### config.mk
export PLATFORM = sky130hd
export DESIGN_NAME = compass_heading_motor_selector_core
export DESIGN_NICKNAME = d
export VERILOG_FILES = /design/src/rtl/chms_pkg.sv /design/src/rtl/chms_ctrl.sv /design/src/rtl/chms_dpath.sv /design/src/rtl/compass_heading_motor_selector_core.sv
export SDC_FILE = /design/constraint.sdc
export NUM_CORES = 2
export LEC_CHECK = 0
export BUFFER_PORTS_ARGS = -buffer_cell sky130_fd_sc_hd__buf_2
export CORE_MARGIN = 3
export CORE_UTILIZATION = 28
export DETAILED_ROUTE_END_ITERATION = 10
export PLACE_DENSITY = 0.43
export SLEW_MARGIN = 20
export SYNTH_ARGS = -nofsm -noshare
export SYNTH_HDL_FRONTEND = slang
export SYNTH_HIERARCHICAL = 1
export SYNTH_SLANG_ARGS = --single-unit
### constraint.sdc
create_clock -name clock -period 12.4 [get_ports clock]
set_clock_uncertainty 0.05 [all_clocks]
set_input_delay 0 -clock clock [delete_from_list [all_inputs] [get_ports clock]]
set_output_delay 0 -clock clock [all_outputs]
set_load 0.03 [all_outputs]
### src/rtl/chms_pkg.sv
// Package for the compass heading motor selector: sizes, CORDIC angle table,
// register indexes, controller states and the command and status structs.
// No dependencies.
`timescale 1ns / 1ps

package chms_pkg;

   // block configuration
   localparam int SAMPLES      = 8;
   localparam int MOTORS       = 14;
   localparam int CORDIC_STEPS = 20;

   // field widths
   localparam int FIELD_W    = 20;
   localparam int TIME_W     = 32;
   localparam int INTERVAL_W = 16;
   localparam int THRESH_W   = 15;
   localparam int BIN_W      = 4;
   localparam int HEAD_W     = 16;
   localparam int CSR_IDX_W  = 2;
   localparam int CSR_DATA_W = 20;

   // register reset values
   localparam int RST_INTERVAL  = 1000;
   localparam int RST_THRESHOLD = 1500;

   // burst accumulator and sample counter
   localparam int CNT_W = $clog2(SAMPLES + 1);
   localparam int SUM_W = FIELD_W + $clog2(SAMPLES);

   // exact division by SAMPLES through a scaled reciprocal
   localparam int     RECIP_SHIFT = SUM_W + 4;
   localparam int     RECIP_W     = RECIP_SHIFT + 1;
   localparam longint RECIP       = ((64'd1 << RECIP_SHIFT) + SAMPLES - 1) / SAMPLES;
   localparam int     PROD_W      = SUM_W + RECIP_W;

   // CORDIC datapath
   localparam int CORR_W     = FIELD_W + 1;
   localparam int PRE_SHIFT  = 20;
   localparam int CW         = CORR_W + PRE_SHIFT + 3;
   localparam int ANG_W      = 32;
   localparam int ANG_FRAC   = 16;
   localparam int TAB_DEPTH  = 24;
   localparam int ITER_W     = $clog2(TAB_DEPTH);
   localparam int STEPS      = (CORDIC_STEPS < TAB_DEPTH) ? CORDIC_STEPS : TAB_DEPTH;
   localparam int HALF_ANGLE = 18000 * 65536;
   localparam int ROUND_HALF = 32768;

   // heading and motor bin
   localparam int FULL_CIRCLE = 36000;
   localparam int BIN_TOP     = 13;
   localparam int SCALED_W    = 20;
   localparam int WRAP_W      = HEAD_W + 1;

   // atan(2^-i) in centidegrees times 65536
   localparam logic signed [ANG_W-1:0] ATAN_TAB [TAB_DEPTH] = '{
      32'sd294912000, 32'sd174096719, 32'sd91987925, 32'sd46694507,
      32'sd23437865,  32'sd11730358,  32'sd5866610,  32'sd2933484,
      32'sd1466765,   32'sd733385,    32'sd366693,   32'sd183346,
      32'sd91673,     32'sd45837,     32'sd22918,    32'sd11459,
      32'sd5730,      32'sd2865,      32'sd1432,     32'sd716,
      32'sd358,       32'sd179,       32'sd90,       32'sd45
   };

   typedef enum logic [CSR_IDX_W-1:0] {
      CSR_INTERVAL  = 2'd0,
      CSR_THRESHOLD = 2'd1,
      CSR_OFFSET_X  = 2'd2,
      CSR_OFFSET_Z  = 2'd3
   } csr_index_type;

   typedef enum logic [2:0] {
      ST_IDLE,
      ST_AVG,
      ST_PREP,
      ST_ITER,
      ST_ROUND,
      ST_DECIDE
   } state_type;

   typedef struct packed {
      logic accept;
      logic avg;
      logic prep;
      logic step;
      logic round;
      logic load_out;
   } ctrl_cmd_type;

   typedef struct packed {
      logic burst_done;
      logic iter_last;
      logic emit;
      logic out_free;
   } dp_status_type;

endpackage

### src/rtl/chms_ctrl.sv
// Controller of the compass heading motor selector: sequences averaging,
// CORDIC iterations, rounding and the emit decision. Uses chms_pkg.
`timescale 1ns / 1ps

module chms_ctrl
   import chms_pkg::*;
(
   input  logic          clock,
   input  logic          reset,
   input  logic          req_valid,
   output logic          req_ready,
   input  dp_status_type status,
   output ctrl_cmd_type  cmd
);

   state_type state_ff;
   state_type state_in;

   // hold the state
   always_ff @(posedge clock) begin
      if (reset) begin
         state_ff <= ST_IDLE;
      end else begin
         state_ff <= state_in;
      end
   end

   // advance through the burst-end sequence
   always_comb begin
      state_in = state_ff;
      case (state_ff)
         ST_IDLE: begin
            if (req_valid && status.burst_done) begin
               state_in = ST_AVG;
            end
         end
         ST_AVG:   state_in = ST_PREP;
         ST_PREP:  state_in = ST_ITER;
         ST_ITER: begin
            if (status.iter_last) begin
               state_in = ST_ROUND;
            end
         end
         ST_ROUND: state_in = ST_DECIDE;
         ST_DECIDE: begin
            if (!status.emit || status.out_free) begin
               state_in = ST_IDLE;
            end
         end
         default:  state_in = ST_IDLE;
      endcase
   end

   // drive datapath commands
   always_comb begin
      req_ready    = (state_ff == ST_IDLE);
      cmd.accept   = req_valid && (state_ff == ST_IDLE);
      cmd.avg      = (state_ff == ST_AVG);
      cmd.prep     = (state_ff == ST_PREP);
      cmd.step     = (state_ff == ST_ITER);
      cmd.round    = (state_ff == ST_ROUND);
      cmd.load_out = (state_ff == ST_DECIDE) && status.emit && status.out_free;
   end

endmodule

### src/rtl/chms_dpath.sv
// Datapath of the compass heading motor selector: configuration registers,
// burst sums, averaging, CORDIC, heading compare and output register. Uses chms_pkg.
`timescale 1ns / 1ps

module chms_dpath
   import chms_pkg::*;
(
   input  logic                       clock,
   input  logic                       reset,
   input  logic                       csr_we,
   input  logic [CSR_IDX_W-1:0]       csr_index,
   input  logic [CSR_DATA_W-1:0]      csr_wdata,
   input  logic signed [FIELD_W-1:0]  req_field_x,
   input  logic signed [FIELD_W-1:0]  req_field_z,
   input  logic [TIME_W-1:0]          req_now_ms,
   output logic                       rsp_valid,
   input  logic                       rsp_ready,
   output logic [BIN_W-1:0]           rsp_motor_bin,
   output logic [HEAD_W-1:0]          rsp_heading_centideg,
   input  ctrl_cmd_type               cmd,
   output dp_status_type              status
);

   // configuration
   logic [INTERVAL_W-1:0]      interval_ff;
   logic [THRESH_W-1:0]        thresh_ff;
   logic signed [FIELD_W-1:0]  offset_x_ff;
   logic signed [FIELD_W-1:0]  offset_z_ff;

   // burst state
   logic signed [SUM_W-1:0]    sum_x_ff, sum_x_in;
   logic signed [SUM_W-1:0]    sum_z_ff, sum_z_in;
   logic [CNT_W-1:0]           cnt_ff, cnt_in;
   logic                       collecting_ff;
   logic [TIME_W-1:0]          now_ff;
   logic [TIME_W-1:0]          last_update_ff;
   logic [HEAD_W-1:0]          last_heading_ff;
   logic                       past;
   logic                       take;
   logic                       burst_done;
   logic [TIME_W:0]            deadline;

   // averaging
   logic [SUM_W-1:0]           mag_x, mag_z;
   logic [PROD_W-1:0]          prod_x, prod_z;
   logic [FIELD_W-1:0]         quo_x, quo_z;
   logic signed [FIELD_W-1:0]  avg_x_ff, avg_x_in;
   logic signed [FIELD_W-1:0]  avg_z_ff, avg_z_in;

   // CORDIC
   logic signed [CORR_W-1:0]   corr_x, corr_z;
   logic signed [CW-1:0]       px0, py0;
   logic signed [CW-1:0]       px_ff, px_in;
   logic signed [CW-1:0]       py_ff, py_in;
   logic signed [ANG_W-1:0]    ang_ff, ang_in;
   logic [ITER_W-1:0]          iter_ff;
   logic                       zero_ff;
   logic signed [CW-1:0]       dx, dy;
   logic                       iter_last;

   // rounding and decision
   logic signed [ANG_W-1:0]    ang_rnd;
   logic signed [ANG_W-1:0]    ang_sh;
   logic signed [WRAP_W-1:0]   r_raw;
   logic signed [WRAP_W-1:0]   r_wrap;
   logic [HEAD_W-1:0]          h_ff, h_in;
   logic [HEAD_W-1:0]          diff, alt, near_diff;
   logic                       emit;
   logic                       out_free;
   logic [SCALED_W-1:0]        scaled;
   logic [BIN_W-1:0]           quot;
   logic [BIN_W-1:0]           bin;

   // output register
   logic                       rsp_valid_ff;
   logic [BIN_W-1:0]           bin_ff;
   logic [HEAD_W-1:0]          head_ff;

   // write configuration registers
   always_ff @(posedge clock) begin
      if (reset) begin
         interval_ff <= INTERVAL_W'(RST_INTERVAL);
         thresh_ff   <= THRESH_W'(RST_THRESHOLD);
         offset_x_ff <= '0;
         offset_z_ff <= '0;
      end else if (csr_we) begin
         case (csr_index_type'(csr_index))
            CSR_INTERVAL:  interval_ff <= csr_wdata[INTERVAL_W-1:0];
            CSR_THRESHOLD: thresh_ff   <= csr_wdata[THRESH_W-1:0];
            CSR_OFFSET_X:  offset_x_ff <= csr_wdata[FIELD_W-1:0];
            CSR_OFFSET_Z:  offset_z_ff <= csr_wdata[FIELD_W-1:0];
            default:       ;
         endcase
      end
   end

   // gate samples on the update interval and accumulate the burst
   always_comb begin
      deadline   = {1'b0, last_update_ff} + (TIME_W + 1)'(interval_ff);
      past       = ({1'b0, req_now_ms} > deadline);
      take       = collecting_ff || past;
      sum_x_in   = (collecting_ff ? sum_x_ff : '0) + SUM_W'(req_field_x);
      sum_z_in   = (collecting_ff ? sum_z_ff : '0) + SUM_W'(req_field_z);
      cnt_in     = (collecting_ff ? cnt_ff : '0) + CNT_W'(1);
      burst_done = take && (cnt_in == CNT_W'(SAMPLES));
   end

   always_ff @(posedge clock) begin
      if (reset) begin
         collecting_ff <= 1'b0;
         cnt_ff        <= '0;
         sum_x_ff      <= '0;
         sum_z_ff      <= '0;
      end else if (cmd.accept && take) begin
         sum_x_ff <= sum_x_in;
         sum_z_ff <= sum_z_in;
         if (burst_done) begin
            collecting_ff <= 1'b0;
            cnt_ff        <= '0;
         end else begin
            collecting_ff <= 1'b1;
            cnt_ff        <= cnt_in;
         end
      end
   end

   // keep the time stamp of the burst's last beat
   always_ff @(posedge clock) begin
      if (cmd.accept && burst_done) begin
         now_ff <= req_now_ms;
      end
   end

   // divide the sums by SAMPLES toward zero
   always_comb begin
      mag_x    = sum_x_ff[SUM_W-1] ? SUM_W'(-sum_x_ff) : SUM_W'(sum_x_ff);
      mag_z    = sum_z_ff[SUM_W-1] ? SUM_W'(-sum_z_ff) : SUM_W'(sum_z_ff);
      prod_x   = PROD_W'(mag_x) * PROD_W'(RECIP);
      prod_z   = PROD_W'(mag_z) * PROD_W'(RECIP);
      quo_x    = FIELD_W'(prod_x >> RECIP_SHIFT);
      quo_z    = FIELD_W'(prod_z >> RECIP_SHIFT);
      avg_x_in = sum_x_ff[SUM_W-1] ? -$signed(quo_x) : $signed(quo_x);
      avg_z_in = sum_z_ff[SUM_W-1] ? -$signed(quo_z) : $signed(quo_z);
   end

   always_ff @(posedge clock) begin
      if (cmd.avg) begin
         avg_x_ff <= avg_x_in;
         avg_z_ff <= avg_z_in;
      end
   end

   // remove offsets and set up the vector, folding negative z by a half turn
   always_comb begin
      corr_x = CORR_W'(avg_x_ff) - CORR_W'(offset_x_ff);
      corr_z = CORR_W'(avg_z_ff) - CORR_W'(offset_z_ff);
      px0    = CW'(corr_z) <<< PRE_SHIFT;
      py0    = CW'(corr_x) <<< PRE_SHIFT;
      dx     = py_ff >>> iter_ff;
      dy     = px_ff >>> iter_ff;
      if (cmd.prep) begin
         if (corr_z < 0) begin
            px_in  = -px0;
            py_in  = -py0;
            ang_in = ANG_W'(HALF_ANGLE);
         end else begin
            px_in  = px0;
            py_in  = py0;
            ang_in = '0;
         end
      end else if (!py_ff[CW-1]) begin
         px_in  = px_ff + dx;
         py_in  = py_ff - dy;
         ang_in = ang_ff + ATAN_TAB[iter_ff];
      end else begin
         px_in  = px_ff - dx;
         py_in  = py_ff + dy;
         ang_in = ang_ff - ATAN_TAB[iter_ff];
      end
      iter_last = (iter_ff == ITER_W'(STEPS - 1));
   end

   // run one CORDIC step per cycle
   always_ff @(posedge clock) begin
      if (cmd.prep || cmd.step) begin
         px_ff  <= px_in;
         py_ff  <= py_in;
         ang_ff <= ang_in;
      end
      if (cmd.prep) begin
         iter_ff <= '0;
         zero_ff <= (corr_x == 0) && (corr_z == 0);
      end else if (cmd.step) begin
         iter_ff <= iter_ff + ITER_W'(1);
      end
   end

   // round to centidegrees and wrap into one turn
   always_comb begin
      ang_rnd = ang_ff + ANG_W'(ROUND_HALF);
      ang_sh  = ang_rnd >>> ANG_FRAC;
      r_raw   = WRAP_W'(ang_sh);
      if (r_raw < 0) begin
         r_wrap = r_raw + WRAP_W'(FULL_CIRCLE);
      end else if (r_raw >= WRAP_W'(FULL_CIRCLE)) begin
         r_wrap = r_raw - WRAP_W'(FULL_CIRCLE);
      end else begin
         r_wrap = r_raw;
      end
      h_in = zero_ff ? '0 : HEAD_W'(r_wrap);
   end

   always_ff @(posedge clock) begin
      if (cmd.round) begin
         h_ff <= h_in;
      end
   end

   // compare with the last heading and pick the motor bin
   always_comb begin
      diff      = (h_ff >= last_heading_ff) ? (h_ff - last_heading_ff)
                                            : (last_heading_ff - h_ff);
      alt       = HEAD_W'(FULL_CIRCLE) - diff;
      near_diff = (alt < diff) ? alt : diff;
      emit      = (near_diff > HEAD_W'(thresh_ff));
      scaled    = SCALED_W'(h_ff) * SCALED_W'(MOTORS);
      quot      = '0;
      for (int k = 0; k < MOTORS; k++) begin
         quot = quot + {{(BIN_W - 1){1'b0}}, (scaled > SCALED_W'(FULL_CIRCLE * k))};
      end
      bin       = (quot >= BIN_W'(BIN_TOP)) ? '0 : (BIN_W'(BIN_TOP) - quot);
      out_free  = !rsp_valid_ff || rsp_ready;
   end

   // report status to the controller
   assign status = '{burst_done: burst_done, iter_last: iter_last,
                     emit: emit, out_free: out_free};

   // store the emitted heading and time
   always_ff @(posedge clock) begin
      if (reset) begin
         last_heading_ff <= '0;
         last_update_ff  <= '0;
      end else if (cmd.load_out) begin
         last_heading_ff <= h_ff;
         last_update_ff  <= now_ff;
      end
   end

   // hold the result beat until taken
   always_ff @(posedge clock) begin
      if (reset) begin
         rsp_valid_ff <= 1'b0;
      end else if (cmd.load_out) begin
         rsp_valid_ff <= 1'b1;
      end else if (rsp_ready) begin
         rsp_valid_ff <= 1'b0;
      end
   end

   always_ff @(posedge clock) begin
      if (cmd.load_out) begin
         bin_ff  <= bin;
         head_ff <= h_ff;
      end
   end

   assign rsp_valid            = rsp_valid_ff;
   assign rsp_motor_bin        = bin_ff;
   assign rsp_heading_centideg = head_ff;

endmodule

### src/rtl/compass_heading_motor_selector_core.sv
// Sequence: a dropped beat or one that adds to a burst is taken while idle; the
// last beat of a burst runs averaging, set-up, the CORDIC steps (one per cycle),
// rounding and the emit decision; emits only if the heading change tops the threshold.
// Throughput: one beat per cycle inside a burst; a burst end holds the input for
// that sequence and while an earlier result beat still waits on the output.
// Reset: synchronous, clears state, sums and output valid; registers to defaults.
`timescale 1ns / 1ps

module compass_heading_motor_selector_core
   import chms_pkg::*;
(
   input  logic                       clock,
   input  logic                       reset,
   input  logic                       csr_we,
   input  logic [CSR_IDX_W-1:0]       csr_index,
   input  logic [CSR_DATA_W-1:0]      csr_wdata,
   input  logic                       req_valid,
   output logic                       req_ready,
   input  logic signed [FIELD_W-1:0]  req_field_x,
   input  logic signed [FIELD_W-1:0]  req_field_z,
   input  logic [TIME_W-1:0]          req_now_ms,
   output logic                       rsp_valid,
   input  logic                       rsp_ready,
   output logic [BIN_W-1:0]           rsp_motor_bin,
   output logic [HEAD_W-1:0]          rsp_heading_centideg
);

   ctrl_cmd_type  cmd;
   dp_status_type status;

   // sequence the work
   chms_ctrl u_ctrl (
      .clock     (clock),
      .reset     (reset),
      .req_valid (req_valid),
      .req_ready (req_ready),
      .status    (status),
      .cmd       (cmd)
   );

   // compute the heading
   chms_dpath u_dpath (
      .clock                (clock),
      .reset                (reset),
      .csr_we               (csr_we),
      .csr_index            (csr_index),
      .csr_wdata            (csr_wdata),
      .req_field_x          (req_field_x),
      .req_field_z          (req_field_z),
      .req_now_ms           (req_now_ms),
      .rsp_valid            (rsp_valid),
      .rsp_ready            (rsp_ready),
      .rsp_motor_bin        (rsp_motor_bin),
      .rsp_heading_centideg (rsp_heading_centideg),
      .cmd                  (cmd),
      .status               (status)
   );

endmodule

==> results.ini <==
[logic_synthesis]
synth_top_area_share_pct = 16.8
syn_nets = 5237
synth_area_sq_um = 40800
yosys_most_used_dff = edfxtp_1
synthArstFlopShare_pct = 0
synth_top_cell_by_area = edfxtp_1
yosysSeqAreaShare_pct = 25.6
syn_avg_cell_area_sq_um = 8.59
synth-edff-count = 229
synth_cells = 4756
synth-seq-cells = 408
netlist_top_cells_area = edfxtp_1 17%, ha_1 11%, dfxtp_1 8.8%
synth_cell_types = 112
yosysWarnings = 6

[global_route]
grt_pass1_vias = 32800
gr-total-overflow = 0
grt_pass1_wl_um = 190000
grt_max_degree = 163
track_usage_pct = 15.5
grt_antenna_before_repair = 11

[routing]
first_pass_iters = 7
vias_per_cell = 5.02
post_drt_wl_per_cell_um = 17.5
drc = 0
postRouteAntennaNets = 0
vias = 34400
drt-total-wl_um = 120000
drt_iter0_markers = 2069

[sta]
period_needed_ns = 9.36
final_max_slew_viol_count = 0
tightestPinTransition_ns = 1.08
setup_violations = 0
finalSetupTns_ns = 0
rsz0062_at_grt = no
fmax_mhz = 107
hold_viol_final = 0
slew_headroom_pct = 28.2
fin_ws_ns = 3.04
period_share_pct = 75.5

[die]
core_sq_um = 144000
ios = 121
rows = 139
die_area_sq_um = 150000
start_util_pct = 28.3
die_w_um = 388
die_y_um = 388

[run_status]
status = complete, no violations

[worst_setup_path]
worst-path-max-fanout = 38
reg2reg_slack_ns = 3.04
worstPathArrival_ns = 9.83
worst-r2r-cell-count = 38
slowest_stage = and2_4
crit_top_cell = a21oi_1
critPathRequiredTime_ns = 12.87
critical_path_class = flop to flop
end_kind = flop
start_kind = flop
rr_endpoint = u_dpath/last_heading_ff[7]
r2r-start = u_dpath/h_ff[0]
slowest_delay_ns = 0.64

[clock_tree]
root_buffer = clkbuf_16
clkSinkCount = 408
h-tree-depth = 2
cts_setup_buffers = 0
cts_tree = built
clkLatencyLatePin_ns = 0.67
cts.clk_slew.worst_paths_ns = 0.06
clk_path_buf_depth = 3
numCtsBuffers = 57

[hold_path]
worstHoldStart = req_now_ms[4]
whs_path_depth = 2
hold_class = primary input to flop
hold_end = u_dpath/now_ff[4]

[cells_and_area]
multi_input_area_sq_um = 28600
ff_latch_area_sq_um = 10500
nFillCells = 15100
fin_cells = 6847
mostFrequentLayoutCells = 509 x nor2_1, 464 x nand2_1, 417 x a21oi_1, 347 x ha_1, 273 x xnor2_1
drive_above_1_share_pct = 9.63
layout_commonest_cell = nor2_1
nets = 5366
area_growth_pct = 14.0

[power_and_ir_drop]
power_density_nw_per_um2 = 228
pwr-share-comb_pct = 64.0
intPower_mw = 5.80
p_leak_nw = 17.9
p_clk_share_pct = 16.1
p_sw_mw = 4.81
p_seq_share_pct = 19.9
swShare_pct = 45.4
vdd_drop_max_v = 0.000110

[place]
hpwl_um = 91200
port_buffers = 120
preCtsSetupSlack_ns = 3.04
gp_congestion = 0.848
place_inst = 6583

[run]
drv_cap = 0

-- cell families (layout without fill, tap and decap cells) --
group / Yosys count / in the layout / share of synthesized area, %
AOI/OAI and AO/OA: 1182 / 1182 / 18.2
other: 0 / 10 / 0
and+or+nand+nor: 1578 / 1578 / 18.1
buffers and inverters: 448 / 626 / 4.52
DFF: 408 / 408 / 25.6
xor gates and xnor gates: 447 / 447 / 9.59
muxes: 311 / 311 / 11.6
adders and majority gates: 382 / 382 / 12.3
-- critical path, delay by kind of cell (launching register included) --
family	cells	cell delay (ns)
compound gates	17	3.38
buf+inv	4	0.86
mux	1	0.26
simple gates	12	2.75
flops	1	0.52
fa+ha+maj	4	1.34
-- power groups by stage --
stage               clock [mW]  combinational [mW]  sequential, mW
finish                    1.71                6.79            2.11
global route              1.83                7.59            2.15
CTS                       1.79                6.78            2.12
detailed placement           0                6.69            2.14
global placement             0                6.68            2.14
floorplan                    0                5.36            1.98
-- flip-flops by register name (all words and copies together) (netlist names), 3 cells and up --
| signal | flops |
|---|---|
| u_dpath/h_ff | 16 |
| u_ctrl/state_ff | 3 |
| u_dpath/now_ff | 32 |
| u_dpath/ang_ff | 32 |
| u_dpath/offset_x_ff | 20 |
| u_dpath/last_update_ff | 32 |
| u_dpath/px_ff | 44 |
| u_dpath/sum_x_ff | 23 |
| u_dpath/interval_ff | 16 |
| u_dpath/offset_z_ff | 20 |
| u_dpath/py_ff | 44 |
| u_dpath/iter_ff | 5 |
| u_dpath/rsp_heading_centideg | 16 |
| u_dpath/rsp_motor_bin | 4 |
| u_dpath/thresh_ff | 15 |
| u_dpath/sum_z_ff | 23 |
| u_dpath/avg_x_ff | 20 |
| u_dpath/cnt_ff | 4 |
| u_dpath/last_heading_ff | 16 |
| u_dpath/avg_z_ff | 20 |
-- how the worst max path moves through the flow --
stage,startpoint,to,slack [ns]
after floorplan,u_dpath/h_ff[0],u_dpath/last_update_ff[22],3.75
after global placement,u_dpath/h_ff[0],u_dpath/last_heading_ff[11],3.16
after detailed placement,u_dpath/h_ff[0],u_dpath/last_heading_ff[9],3.04
after CTS,u_dpath/h_ff[0],u_dpath/last_heading_ff[9],2.98
after global routing,u_dpath/h_ff[0],u_dpath/last_heading_ff[9],2.08
final,u_dpath/h_ff[0],u_dpath/last_heading_ff[7],3.04
-- cell usage after synthesis, types with 24 or more instances --
library cell and instances:
ha_1 347, buf_2 29, a21o_1 117, o31ai_1 27, a31oi_1 60, and3_1 48, fa_1 35, nor2_1 510
edfxtp_1 229, nand2_1 464, nand3_1 83, a211oi_1 47, buf_1 31, nor2b_1 66, mux2i_1 145, o21bai_1 33
o21ai_0 227, o21a_1 52, a21oi_1 417, and2_1 72, inv_1 221, xnor2_1 273, xor2_1 174, dfxtp_1 179
nand2b_1 49, nor3_1 97, clkbuf_1 137, mux4_2 113, mux2_2 40, or2_2 27, nand4_1 37, o211ai_1 24
or3_1 37
-- area by class of cell --
| type | instances | area share [%] |
|---|---|---|
| Inverter | 227 | 1.83 |
| Multi-Input combinational cell | 3900 | 61.4 |
| Clock buffer | 78 | 3.57 |
| Antenna cell | 10 | 0.0537 |
| Timing Repair Buffer | 291 | 4.94 |
| Tap cell | 1903 | 5.11 |
| Clock inverter | 30 | 0.645 |
| Sequential cell | 408 | 22.5 |
-- metal layers --
| layer | wire, um | vias to the layer above | GRT usage, % |
|---|---|---|---|
| li1 | - | 17500 | - |
| met1 | 59200 | 16200 | 22.2 |
| met2 | 53600 | 572 | 24.6 |
| met3 | 4560 | 131 | 2.00 |
| met4 | 2650 | 4 | 3.69 |
| met5 | 27 | - | 0 |
-- per-stage QoR --
| stage | util [%] | total power, mW | instance area [sq um] | hold slack [ns] |
|---|---|---|---|---|
| after CTS | 32.3 | 10.7 | 46500 | 0.000923 |
| after global routing | 32.3 | 11.6 | 46600 | 0.0320 |
| after global placement | 29.9 | 8.82 | 43100 | 0.152 |
| final | 32.3 | 10.6 | 46600 | 0.0411 |
| after detailed placement | 29.9 | 8.84 | 43100 | 0.156 |
| after floorplan | - | 7.34 | 40800 | 0.0285 |
-- timing repair --
item,4_1_cts,5_1_grt
gates resized for setup,0,0
hold endpoints to repair,206,0
hold buffers,145,0
No activity file was read; power rests on OpenSTA's default activity.
